### src/sv/lj_pair_force_defines.svh
// Assertion macros for the pair force block.
// Taken in by the top level only; expects clk and arst_n in scope.
`ifndef LJ_PAIR_FORCE_DEFINES_SVH
`define LJ_PAIR_FORCE_DEFINES_SVH

// The consequent holds in the same cycle as the antecedent.
`define LJPF_ASSERT_NOW(label, ante, cons) \
	label: assert property (@(posedge clk) disable iff (!arst_n) (ante) |-> (cons)) \
		else $error("pair force assertion failed");

// The consequent holds in the cycle after the antecedent.
`define LJPF_ASSERT_NEXT(label, ante, cons) \
	label: assert property (@(posedge clk) disable iff (!arst_n) (ante) |=> (cons)) \
		else $error("pair force assertion failed");

`endif

### src/sv/ljpf_pkg.sv
// Shared types and constants for the Lennard-Jones pair force block.
// Used by ljpf_div and lj_pair_force; depends on nothing.
package ljpf_pkg;

	localparam int FRAC_BITS = 16;
	localparam int DIV_W = 96 + FRAC_BITS;
	localparam int DIV_CW = $clog2(DIV_W + 1);
	localparam int Q_NBITS = 64 + FRAC_BITS;
	localparam logic [63:0] LIM_U = 64'h3FFF_FFFF_FFFF_FFFF;
	localparam logic [63:0] FOUR_Q = 64'd4 << FRAC_BITS;
	localparam logic [63:0] TWENTYFOUR_Q = 64'd24 << FRAC_BITS;

	localparam logic [2:0] CFG_WRAP = 3'd0;
	localparam logic [2:0] CFG_FORCE = 3'd1;
	localparam logic [2:0] CFG_BOX_X = 3'd2;
	localparam logic [2:0] CFG_BOX_Y = 3'd3;
	localparam logic [2:0] CFG_BOX_Z = 3'd4;
	localparam logic [2:0] CFG_CUTOFF = 3'd5;
	localparam logic [2:0] CFG_LOG = 3'd6;

	typedef struct packed {
		logic signed [31:0] pos_i_x;
		logic signed [31:0] pos_i_y;
		logic signed [31:0] pos_i_z;
		logic signed [31:0] pos_j_x;
		logic signed [31:0] pos_j_y;
		logic signed [31:0] pos_j_z;
		logic [31:0]        well_depth;
		logic [31:0]        zero_radius;
		logic [15:0]        step_index;
		logic               first_pair;
	} pair_t;

	typedef struct packed {
		logic signed [31:0] force_x;
		logic signed [31:0] force_y;
		logic signed [31:0] force_z;
		logic signed [31:0] pair_energy;
		logic signed [47:0] energy_sum;
		logic               in_range;
	} res_t;

	typedef struct packed {
		logic              start;
		logic [DIV_CW-1:0] nbits;
		logic [DIV_W-1:0]  dividend;
		logic [63:0]       divisor;
	} div_req_t;

	typedef struct packed {
		logic             done;
		logic [DIV_W-1:0] quot;
		logic [63:0]      rem;
	} div_rsp_t;

endpackage

### src/sv/ljpf_div.sv
// Restoring divider, one quotient bit per cycle, dividend left aligned.
// Depends on ljpf_pkg for the request and response types.
module ljpf_div (
	input  logic               clk,
	input  logic               arst_n,
	input  ljpf_pkg::div_req_t req,
	output ljpf_pkg::div_rsp_t rsp
);

	logic [ljpf_pkg::DIV_W-1:0]  dvd_q;
	logic [ljpf_pkg::DIV_W-1:0]  quot_q;
	logic [63:0]                 dsr_q;
	logic [63:0]                 rem_q;
	logic [ljpf_pkg::DIV_CW-1:0] cnt_q;
	logic                        done_q;
	logic                        zero_q;
	logic                        nz_q;
	logic [64:0]                 rem_sh;
	logic                        ge;
	logic [64:0]                 rem_nx;

	assign rem_sh = {rem_q, dvd_q[ljpf_pkg::DIV_W-1]};
	assign ge = rem_sh >= {1'b0, dsr_q};
	assign rem_nx = ge ? rem_sh - {1'b0, dsr_q} : rem_sh;

	always_ff @(posedge clk or negedge arst_n) begin
		if (!arst_n) begin
			dvd_q <= '0;
			quot_q <= '0;
			dsr_q <= '0;
			rem_q <= '0;
			cnt_q <= '0;
			done_q <= 1'b0;
			zero_q <= 1'b0;
			nz_q <= 1'b0;
		end else begin
			done_q <= 1'b0;
			if (req.start) begin
				dvd_q <= req.dividend;
				dsr_q <= req.divisor;
				cnt_q <= req.nbits;
				rem_q <= '0;
				quot_q <= '0;
				zero_q <= req.divisor == 64'd0;
				nz_q <= req.dividend != '0;
			end else if (cnt_q != '0) begin
				dvd_q <= {dvd_q[ljpf_pkg::DIV_W-2:0], 1'b0};
				rem_q <= rem_nx[63:0];
				quot_q <= {quot_q[ljpf_pkg::DIV_W-2:0], ge};
				cnt_q <= cnt_q - 1'b1;
				if (cnt_q == ljpf_pkg::DIV_CW'(1)) begin
					done_q <= 1'b1;
				end
			end
		end
	end

	// A zero divisor saturates the quotient unless the dividend is zero too.
	assign rsp.done = done_q;
	assign rsp.quot = zero_q ? {ljpf_pkg::DIV_W{nz_q}} : quot_q;
	assign rsp.rem = rem_q;

endmodule

### config.mk
export PLATFORM = sky130hd
export DESIGN_NAME = ljpf_div
export DESIGN_NICKNAME = d
export VERILOG_FILES = /design/src/sv/lj_pair_force_defines.svh /design/src/sv/ljpf_pkg.sv /design/src/sv/ljpf_div.sv
export SDC_FILE = /design/constraint.sdc
export NUM_CORES = 1
export LEC_CHECK = 0
export ABC_AREA = 1
export BUFFER_PORTS_ARGS = -buffer_cell sky130_fd_sc_hd__buf_2
export CORE_ASPECT_RATIO = 1.4
export CORE_MARGIN = 5
export CORE_UTILIZATION = 43
export DETAILED_ROUTE_END_ITERATION = 10
export HOLD_SLACK_MARGIN = 0.02
export SKIP_CTS_REPAIR_TIMING = 1
export SYNTH_ARGS = -nofsm -noshare
export SYNTH_HDL_FRONTEND = slang
export SYNTH_SLANG_ARGS = --single-unit
### constraint.sdc
create_clock -name clk -period 2.9 [get_ports clk]
set_input_delay 0.29 -clock clk [delete_from_list [all_inputs] [get_ports clk]]
set_output_delay 0.29 -clock clk [all_outputs]
set_load 0.02 [all_outputs]
==> results.sh, run 1 <==
export IMPL_status="finished with violations"
export IMPL_violations="negative hold slack"
export IMPL_ant_nets=0
export IMPL_p_per_area_nw_per_um2=446
export IMPL_start_kind="flop"
export IMPL_cp_max_fo=5
export IMPL_drt_iter0_markers=1263
export IMPL_synth_area_um2=21900
export IMPL_reg2reg_from="rem_q[49]"
export IMPL_drc=0
export IMPL_fin_tns_setup_ns=0
export IMPL_final_cell_mix="nand2_1 (992), inv_1 (522), dfrtp_1 (361)"
export IMPL_fin_skew_ns=0.0181
export IMPL_vias_per_cell=5.19
export IMPL_min_path_type="input pin to flop"
export IMPL_syn2layout_area_growth_pct=23.0
export IMPL_fin_crit_sh_pct=91.0
export IMPL_core_um2=50800
export IMPL_cts_tree="done"
export IMPL_cp_slowest_cell="nor4_1"
export IMPL_ys_ff_latch=362
export IMPL_worstPathRequired_ns=3.35
export IMPL_cp_cell_sequence="ha_1 -> nand2_1 -> nor2_1 -> nand2_1 -> nor4_1 -> nand2_1 -> nand2_1 -> nand2_1 -> nand2_1 -> nand2_1 -> nand2_1 -> nand2_1"
export IMPL_drive_above_1_share_pct=14.7
export IMPL_portBuffers=362
export IMPL_setup_viol=0
export IMPL_clock_path_buffers=3
export IMPL_cts_sinks=362
export IMPL_holdPathStages=3
export IMPL_fin_hold_ws_ns=-0.0103
export IMPL_yosysWarnings=0
export IMPL_grt_max_degree=114
export IMPL_syn_nets=3304
export IMPL_drv_cap=0
export IMPL_regArea_um2=9060
export IMPL_antenna_found_initial=12
export IMPL_syn_avg_cell_area_um2=7.18
export IMPL_fillCellCount=5112
export IMPL_dieArea_um2=55600
export IMPL_die_w_um=201
export IMPL_ios=363
export IMPL_synth_distinct_cells=43
export IMPL_grt_pass1_wl_um=118000
export IMPL_root_buffer="clkbuf_16"
export IMPL_relSlewSlack_pct=37.4
export IMPL_grt_pass1_vias=21515
export IMPL_cellLeakagePower_nw=14.6
export IMPL_cts_htree_levels=2
export IMPL_start_util_pct=43.2
export IMPL_grt_use_total_pct=26.2
export IMPL_rows=98
export IMPL_place_congestion=0.978
export IMPL_async_flop_share_pct=100
export IMPL_cp_common_cell="nand2_1"
export IMPL_path_clk_slew_ns=0.07
export IMPL_final_common_cell="nand2_1"
export IMPL_drt_total_wl_um=75700
export IMPL_numCtsBuffers=39
export IMPL_synth_ff_type="dfrtp_1"
export IMPL_period_needed_ns=2.64
export IMPL_fmax_mhz=379
export IMPL_tightest_slew_ns=0.939
export IMPL_drt_wirelength_per_cell_um=18.2
export IMPL_drtPass1Iterations=5
export IMPL_cp_startpoint="rem_q[49]"
export IMPL_final_max_slew_viol_count=0
export IMPL_cpPeakStageDelay_ns=0.58
export IMPL_multiInputGateArea_um2=10200
export IMPL_vias=21633
export IMPL_grt_ovfl_total=0
export IMPL_hold_viol=2
export IMPL_chipHeight_um=277
export IMPL_ir_drop_mv=0.456
export IMPL_arrival_ns=3.09
export IMPL_synth_edf_count=0
export IMPL_synth_cells=3050
export IMPL_grt_setup_unrepaired="false"
export IMPL_synth_seq_area_share_pct=41.3
export IMPL_ff2ff_path_depth=12
export IMPL_worstSetupEndpointType="flop"
export IMPL_crit_type="flop to flop"
export IMPL_hp_start="req[138]"
export IMPL_nNetsFinal=3732
export IMPL_hpwl_um=57300
export IMPL_worstSkewPairLatency_ns=0.57
## worst max-delay path, delay by kind of cell (launching register included)
family                     cells  cell delay [ns]
adders and majority gates      1             0.43
and+or+nand+nor               11             1.63
DFF                            1             0.46
## layer usage
metal / routed length, µm / part of all wire [%] / track usage, %
met1: 30200 / 40 / 31.1
met2: 38300 / 51 / 46.5
met5: 13 / 0.017 / 0
met4: 3240 / 4.3 / 10.7
met3: 3950 / 5.2 / 5.32
## kinds of logic after synthesis
logic type                 Yosys count  synth area share [%]
and+or+nand+nor                   1383                  26.8
buffers and inverters              670                  12.1
AOI/OAI and AO/OA                  533                  14.5
DFF                                362                  41.3
adders and majority gates           68                  3.92
xor gates and xnor gates            34                  1.36
## cells in the mapped netlist, types with 2 or more instances
| cell | number | area [µm²] |
|---|---|---|
| nand2_1 | 993 | 3730 |
| inv_1 | 523 | 1960 |
| dfrtp_1 | 362 | 9060 |
| o21ai_0 | 237 | 1190 |
| nor2_1 | 115 | 432 |
| o22ai_1 | 111 | 694 |
| nand3_1 | 99 | 495 |
| clkbuf_1 | 98 | 368 |
| a22oi_1 | 71 | 533 |
| ha_1 | 67 | 838 |
| nand3b_1 | 63 | 473 |
| a21oi_1 | 54 | 270 |
| nor4_1 | 47 | 294 |
| xnor2_1 | 31 | 272 |
| o221ai_1 | 24 | 210 |
| nand4_1 | 17 | 106 |
| o211ai_1 | 16 | 120 |
| nor2_2 | 14 | 87.6 |
| buf_6 | 13 | 146 |
| o21bai_1 | 13 | 97.6 |
| inv_2 | 12 | 45.0 |
| nor3_1 | 12 | 60.1 |
| buf_2 | 11 | 55.1 |
| buf_1 | 8 | 30.0 |
| nand2_2 | 8 | 50.1 |
| nand3_2 | 5 | 50.1 |
| nor2_4 | 3 | 33.8 |
| or2_2 | 3 | 18.8 |
| xor2_1 | 3 | 26.3 |
| and2_1 | 2 | 12.5 |
| buf_4 | 2 | 15.0 |
| o31ai_1 | 2 | 15.0 |
## final cells by class
type	count	area share [%]
clock buffer	60	4.36
clock inverter	10	0.362
antenna	11	0.102
tap	650	3.02
inverter	536	7.49
timing repair buffer	521	13.1
sequential	362	33.6
multi-input combinational	2018	38.0
## power by group
part / total [mW] / switching, mW / leakage, nW / internal [mW]
sequential: 5.40 / 0.107 / 4.71 / 5.29
clock: 4.96 / 2.13 / 0.630 / 2.82
combinational: 1.65 / 1.03 / 9.26 / 0.623
total: 12.0 / 3.27 / 14.6 / 8.74
## registers in the layout, indices dropped and copies added (netlist names)
register and count:
dvd_q 112, quot_q 112, dsr_q 64, rem_q 64
cnt_q 7, done_q 1, nz_q 1, zero_q 1
## final timing paths
check	endpoint	slack [ns]
max	rem_q[62]	0.26
min	dvd_q[74]	-0.01
max reg2reg	rem_q[62]	0.26
min reg2reg	dvd_q[0]	0.48
max in group asynchronous	dvd_q[94]	1.76
min in group asynchronous	dsr_q[15]	0.28
## metrics by stage
| stage | utilization [%] | worst slack [ns] | cells | cell area [µm²] | total power [mW] |
|---|---|---|---|---|---|
| after floorplan | - | 0.684 | 3050 | 21900 | 6.38 |
| after global placement | 48.1 | 0.0881 | 3965 | 24400 | 6.98 |
| after detailed placement | 48.1 | 0.0499 | 3965 | 24400 | 7.00 |
| after CTS | 50.6 | 0.0211 | 4035 | 25700 | 12.0 |
| after global routing | 53.1 | 0.0349 | 4166 | 26900 | 12.6 |
| final | 53.1 | 0.262 | 4168 | 26900 | 12.0 |
(Power assumes the default switching activity.)
==> run 2, diff against run 1 <==
Settings changed: CORE_UTILIZATION 43 to 49, PLACE_DENSITY from default to 0.71.
Clock period 2.9 ns to 2.45 ns, I/O delays scaled along.
==> results.sh, run 2 (synthesis results as in run 1) <==
export IMPL_vias=22776
export IMPL_root_buffer="clkbuf_16"
export IMPL_die_w_um=189
export IMPL_numCtsBuffers=37
export IMPL_final_max_slew_viol_count=0
export IMPL_tightest_slew_ns=0.815
export IMPL_utilization_pct=66.0
export IMPL_drc=0
export IMPL_ir_drop_mv=0.547
export IMPL_drt_total_wl_um=80100
export IMPL_start_util_pct=49.6
export IMPL_p_per_area_nw_per_um2=488
export IMPL_cp_max_fo=15
export IMPL_p_clk_share_pct=38.4
export IMPL_cts_tree="done"
export IMPL_portBuffers=362
export IMPL_cellLeakagePower_nw=15.4
export IMPL_p_switching_mw=3.91
export IMPL_crit_type="flop to flop"
export IMPL_vias_per_cell=5.40
export IMPL_power_switching_share_pct=27.5
export IMPL_placed_area_um2=25500
export IMPL_cts_sinks=362
export IMPL_grt_setup_unrepaired="true"
export IMPL_ios=363
export IMPL_nNetsFinal=3891
export IMPL_worstPathRequired_ns=2.88
export IMPL_hpwl_um=56900
export IMPL_dieArea_um2=49100
export IMPL_design_area_um2=29200
export IMPL_hold_viol=10
export IMPL_core_um2=44200
export IMPL_cts_htree_levels=2
export IMPL_internal_power_mw=10.3
export IMPL_cp_cell_sequence="ha_4 -> nand2_1 -> nor2_2 -> inv_2 -> nor3_2 -> nand4_1 -> nand2_2 -> nor2_4 -> buf_6 -> nand2_8 -> buf_12 -> nand3_1 -> nand2_1 -> nand2_1"
export IMPL_fin_crit_sh_pct=98.6
export IMPL_fin_skew_ns=0.0246
export IMPL_relSlewSlack_pct=45.6
export IMPL_cp_slowest_cell="dfrtp_2"
export IMPL_ant_nets=0
export IMPL_drive_above_1_share_pct=23.1
export IMPL_comb_power_share_pct=16.7
export IMPL_antenna_found_initial=4
export IMPL_setup_viol=0
export IMPL_cp_common_cell="nand2_1"
export IMPL_drv_cap=0
export IMPL_fmax_mhz=414
export IMPL_fin_tns_setup_ns=0
export IMPL_grt_max_degree=202
export IMPL_p_seq_share_pct=45.0
export IMPL_start_kind="flop"
export IMPL_final_common_cell="nand2_1"
export IMPL_clock_path_buffers=3
export IMPL_reg_top3="dvd_q (112), quot_q (112)"
export IMPL_rows=91
export IMPL_chipHeight_um=260
export IMPL_grt_pass1_wl_um=118000
export IMPL_violations="negative hold slack"
export IMPL_drt_iter0_markers=1427
export IMPL_place_congestion=0.999
export IMPL_drtPass1Iterations=6
export IMPL_grt_ovfl_total=0
export IMPL_arrival_ns=2.84
export IMPL_cpPeakStageDelay_ns=0.45
export IMPL_grt_use_total_pct=29.7
export IMPL_final_cell_mix="nand2_1 (941), inv_1 (505), buf_2 (360)"
export IMPL_min_path_type="input pin to flop"
export IMPL_fin_hold_ws_ns=-0.0136
export IMPL_syn2layout_area_growth_pct=33.0
export IMPL_status="finished with violations"
export IMPL_path_clk_slew_ns=0.07
export IMPL_drt_wirelength_per_cell_um=19.0
export IMPL_worstSkewPairLatency_ns=0.55
export IMPL_worstSetupEndpointType="flop"
export IMPL_period_needed_ns=2.42
export IMPL_grt_pass1_vias=22367
==> run 2: cell count changes in the layout (fill, tap and decap cells not counted), moves of 11 or more <==
| cell | delta |
|---|---|
| nand2_1 | -51 |
| nand2_2 | +46 |
| nand3_1 | -11 |
| ha_4 | +59 |
| nor2_1 | -21 |
| nor2_4 | +13 |
| nand3_2 | +11 |
| ha_1 | -60 |
| inv_2 | +17 |
| inv_1 | -17 |
| buf_4 | +151 |
==> run 2: final cells by class <==
cell class,instances,area [µm²]
Clock buffer,53,1050
Timing Repair Buffer,679,4830
Tap cell,558,698
Multi-Input combinational cell,2021,11400
Fill cell,3796,15000
Clock inverter,7,70.1
Inverter,536,2020
Sequential cell,362,9070
Antenna cell,4,10.0
==> run 2: worst paths after layout <==
kind                            startpoint         end  slack, ns  cells past startpoint
worst max-delay path             rem_q[50]   rem_q[51]       0.03                     14
worst min-delay path              req[114]   dvd_q[50]      -0.01                      3
worst max register to register   rem_q[50]   rem_q[51]       0.03                     14
worst min register to register  dvd_q[109]  dvd_q[110]       0.48                      2
max in group asynchronous           arst_n    rem_q[2]       1.24                      3
min in group asynchronous           arst_n  quot_q[63]       0.26                      2
==> run 2: per-stage QoR <==
stage | power (mW) | worst slack [ns] | instances
floorplan | 7.56 | 0.234 | 3050
global placement | 8.36 | -0.268 | 4019
detailed placement | 8.41 | -0.240 | 4019
CTS | 13.9 | -0.265 | 4079
global route | 14.8 | -0.0916 | 4220
finish | 14.2 | 0.0350 | 4220
==> run 2: power groups by stage <==
stage / clock, mW / combinational, mW / sequential (mW)
2_1_floorplan: 0 / 1.08 / 6.47
3_3_place_gp: 0 / 1.88 / 6.48
3_5_place_dp: 0 / 1.92 / 6.49
4_1_cts: 5.55 / 1.93 / 6.39
5_1_grt: 5.76 / 2.61 / 6.42
6_report: 5.46 / 2.37 / 6.40
==> run 2: per-layer routing <==
layer  track usage [%]  vias up  wire length [µm]  part of all wire (%)
met3              5.36      218              4560                   5.7
met2              54.7      836             41700                    52
met5                 0        -                 0                     0
li1                  -    10909                 -                     -
met1              34.2    10813             29700                    37
met4              11.8        0              4110                   5.1
==> run 2: worst max-delay path, delay by kind of cell, from the launching register on <==
kind | cells | cell delay (ns)
DFF | 1 | 0.45
adders and majority gates | 1 | 0.31
and+or+nand+nor | 10 | 1.13
buffers and inverters | 3 | 0.38
==> run 3, diff against run 2 <==
Settings changed: RECOVER_POWER from default to 25, SETUP_SLACK_MARGIN from default to 0.3.
==> results.sh, run 3 (synthesis results as in run 1) <==
export IMPL_status="finished with violations"
export IMPL_violations="negative hold slack, max-capacitance violations, max-slew violations"
export IMPL_cts_tree="done"
export IMPL_placed_area_um2=25900
export IMPL_path_clk_slew_ns=0.07
export IMPL_cts_sinks=362
export IMPL_hpwl_um=57300
export IMPL_final_max_slew_viol_count=211
export IMPL_grt_ovfl_total=0
export IMPL_cp_max_fo=6
export IMPL_crit_family="simple AND/OR/NAND/NOR gates"
export IMPL_cts_htree_levels=2
export IMPL_cp_startpoint="dsr_q[2]"
export IMPL_utilization_pct=67.8
export IMPL_period_needed_ns=2.40
export IMPL_grt_pass1_wl_um=116000
export IMPL_final_cell_mix="nand2_1 (932), inv_1 (505), buf_2 (361)"
export IMPL_root_buffer="clkbuf_16"
export IMPL_arrival_ns=2.86
export IMPL_start_kind="flop"
export IMPL_p_clk_share_pct=40.2
export IMPL_fin_tns_setup_ns=0
export IMPL_fin_hold_ws_ns=-0.0150
export IMPL_worstSkewPairLatency_ns=0.57
export IMPL_p_switching_mw=4.14
export IMPL_drtPass1Iterations=6
export IMPL_antenna_found_initial=5
export IMPL_ant_nets=0
export IMPL_drt_iter0_markers=1570
export IMPL_relSlewSlack_pct=-34.9
export IMPL_fin_crit_sh_pct=98.1
export IMPL_dieArea_um2=49100
export IMPL_setup_viol=0
export IMPL_p_per_area_nw_per_um2=495
export IMPL_ir_drop_mv=0.563
export IMPL_numCtsBuffers=39
export IMPL_r2r_slack_ns=0.05
export IMPL_grt_use_total_pct=29.4
export IMPL_worstPathRequired_ns=2.90
export IMPL_worstSetupEndpointType="flop"
export IMPL_p_seq_share_pct=43.1
export IMPL_hold_viol=3
export IMPL_rows=91
export IMPL_power_switching_share_pct=27.9
export IMPL_drt_total_wl_um=79800
export IMPL_portBuffers=362
export IMPL_final_common_cell="nand2_1"
export IMPL_fmax_mhz=416
export IMPL_clock_path_buffers=3
export IMPL_nNetsFinal=3925
export IMPL_grt_setup_unrepaired="true"
export IMPL_r2r_end="rem_q[51]"
export IMPL_grt_pass1_vias=22263
export IMPL_comb_power_share_pct=16.6
export IMPL_reg_top3="dvd_q (112), quot_q (112)"
export IMPL_start_util_pct=49.6
export IMPL_chipHeight_um=260
export IMPL_drive_above_1_share_pct=24.5
export IMPL_die_w_um=189
export IMPL_ios=363
export IMPL_vias=23084
export IMPL_cellLeakagePower_nw=15.6
export IMPL_drc=0
export IMPL_multiInputGateArea_um2=11700
export IMPL_fin_skew_ns=0.0202
export IMPL_place_congestion=1.02
export IMPL_ff2ff_path_depth=15
export IMPL_grt_max_degree=127
export IMPL_fillCellCount=3719
export IMPL_cpPeakStageDelay_ns=0.36
export IMPL_drt_wirelength_per_cell_um=18.7
export IMPL_cp_slowest_cell="dfrtp_1"
export IMPL_power_mw=14.8
export IMPL_reg2reg_from="dsr_q[2]"
export IMPL_drv_cap=2
export IMPL_crit_type="flop to flop"
export IMPL_core_um2=44200
export IMPL_design_area_um2=29900
export IMPL_regArea_um2=9080
export IMPL_min_path_type="input pin to flop"
export IMPL_cp_cell_sequence="inv_1 -> ha_4 -> or2_2 -> nand3_1 -> nand2_1 -> nand2_1 -> nand2_1 -> nand2_1 -> nand2_1 -> nand3_2 -> nand2_1 -> nand2_1 -> nand3_1 -> nand2_1 -> nand2_1"
export IMPL_tightest_slew_ns=2.02
export IMPL_internal_power_mw=10.7
export IMPL_crit_end="rem_q[51]"
export IMPL_syn2layout_area_growth_pct=36.6
export IMPL_crit_buf_inv=1
export IMPL_cp_common_cell="nand2_1"
export IMPL_cp_depth=15
export IMPL_vias_per_cell=5.42
==> run 3: cell count changes in the layout (fill, tap and decap cells not counted), moves of 5 or more <==
cell,previous run,this run
buf_12,21,13
buf_4,172,155
clkinv_2,3,8
dfrtp_1,356,347
dfrtp_2,6,15
dlygate4sd3_1,117,161
nand2_1,941,932
nand2_2,54,63
o21ai_0,236,226
o21ai_1,1,11
o22ai_1,111,64
o22ai_2,0,47
==> run 3: worst min-delay path by stage <==
stage	start	end	cells after the start
floorplan	arst_n	cnt_q[0]	0
global placement	arst_n	dsr_q[24]	1
detailed placement	arst_n	dsr_q[25]	1
CTS	arst_n	dsr_q[31]	1
global route	req[129]	dvd_q[65]	3
finish	req[115]	dvd_q[51]	3
==> run 3: layer usage <==
layer	part of all wire (%)	up-vias	global-route usage, %
met1	37	10906	33.5
li1	-	10979	-
met4	6.4	4	14.5
met5	0.026	-	0
met3	5.7	259	4.71
met2	51	936	53.3
==> run 3: power groups by stage <==
stage | clock network (mW) | logic (mW) | registers, mW
6_report | 5.97 | 2.46 | 6.40
2_1_floorplan | 0 | 1.17 | 6.47
5_1_grt | 6.30 | 2.71 | 6.42
3_5_place_dp | 0 | 2.05 | 6.50
4_1_cts | 6.08 | 2.06 | 6.39
3_3_place_gp | 0 | 2.01 | 6.48
==> run 3: cell type report <==
class / count / share of cell area (%)
inverter: 536 / 6.77
sequential: 362 / 30.3
antenna: 3 / 0.0251
multi-input combinational: 2019 / 39.0
timing repair buffer: 713 / 17.2
tap: 558 / 2.33
clock buffer: 53 / 3.67
clock inverter: 15 / 0.648
==> run 3: worst register-to-register path, cell delays in order (launching register included) <==
cell and delay [ns]:
dfrtp_1 0.36, inv_1 0.10, ha_4 0.23, or2_2 0.29, nand3_1 0.09, nand2_1 0.12, nand2_1 0.11, nand2_1 0.13
nand2_1 0.09, nand2_1 0.21, nand3_2 0.18, nand2_1 0.07, nand2_1 0.07, nand3_1 0.11, nand2_1 0.09, nand2_1 0.05
==> run 3: metrics by stage <==
step	std cells	setup slack, ns
floorplan	3050	0.300
global placement	4007	-0.143
detailed placement	4007	-0.172
CTS	4075	-0.213
global route	4259	-0.0489
finish	4259	0.0460
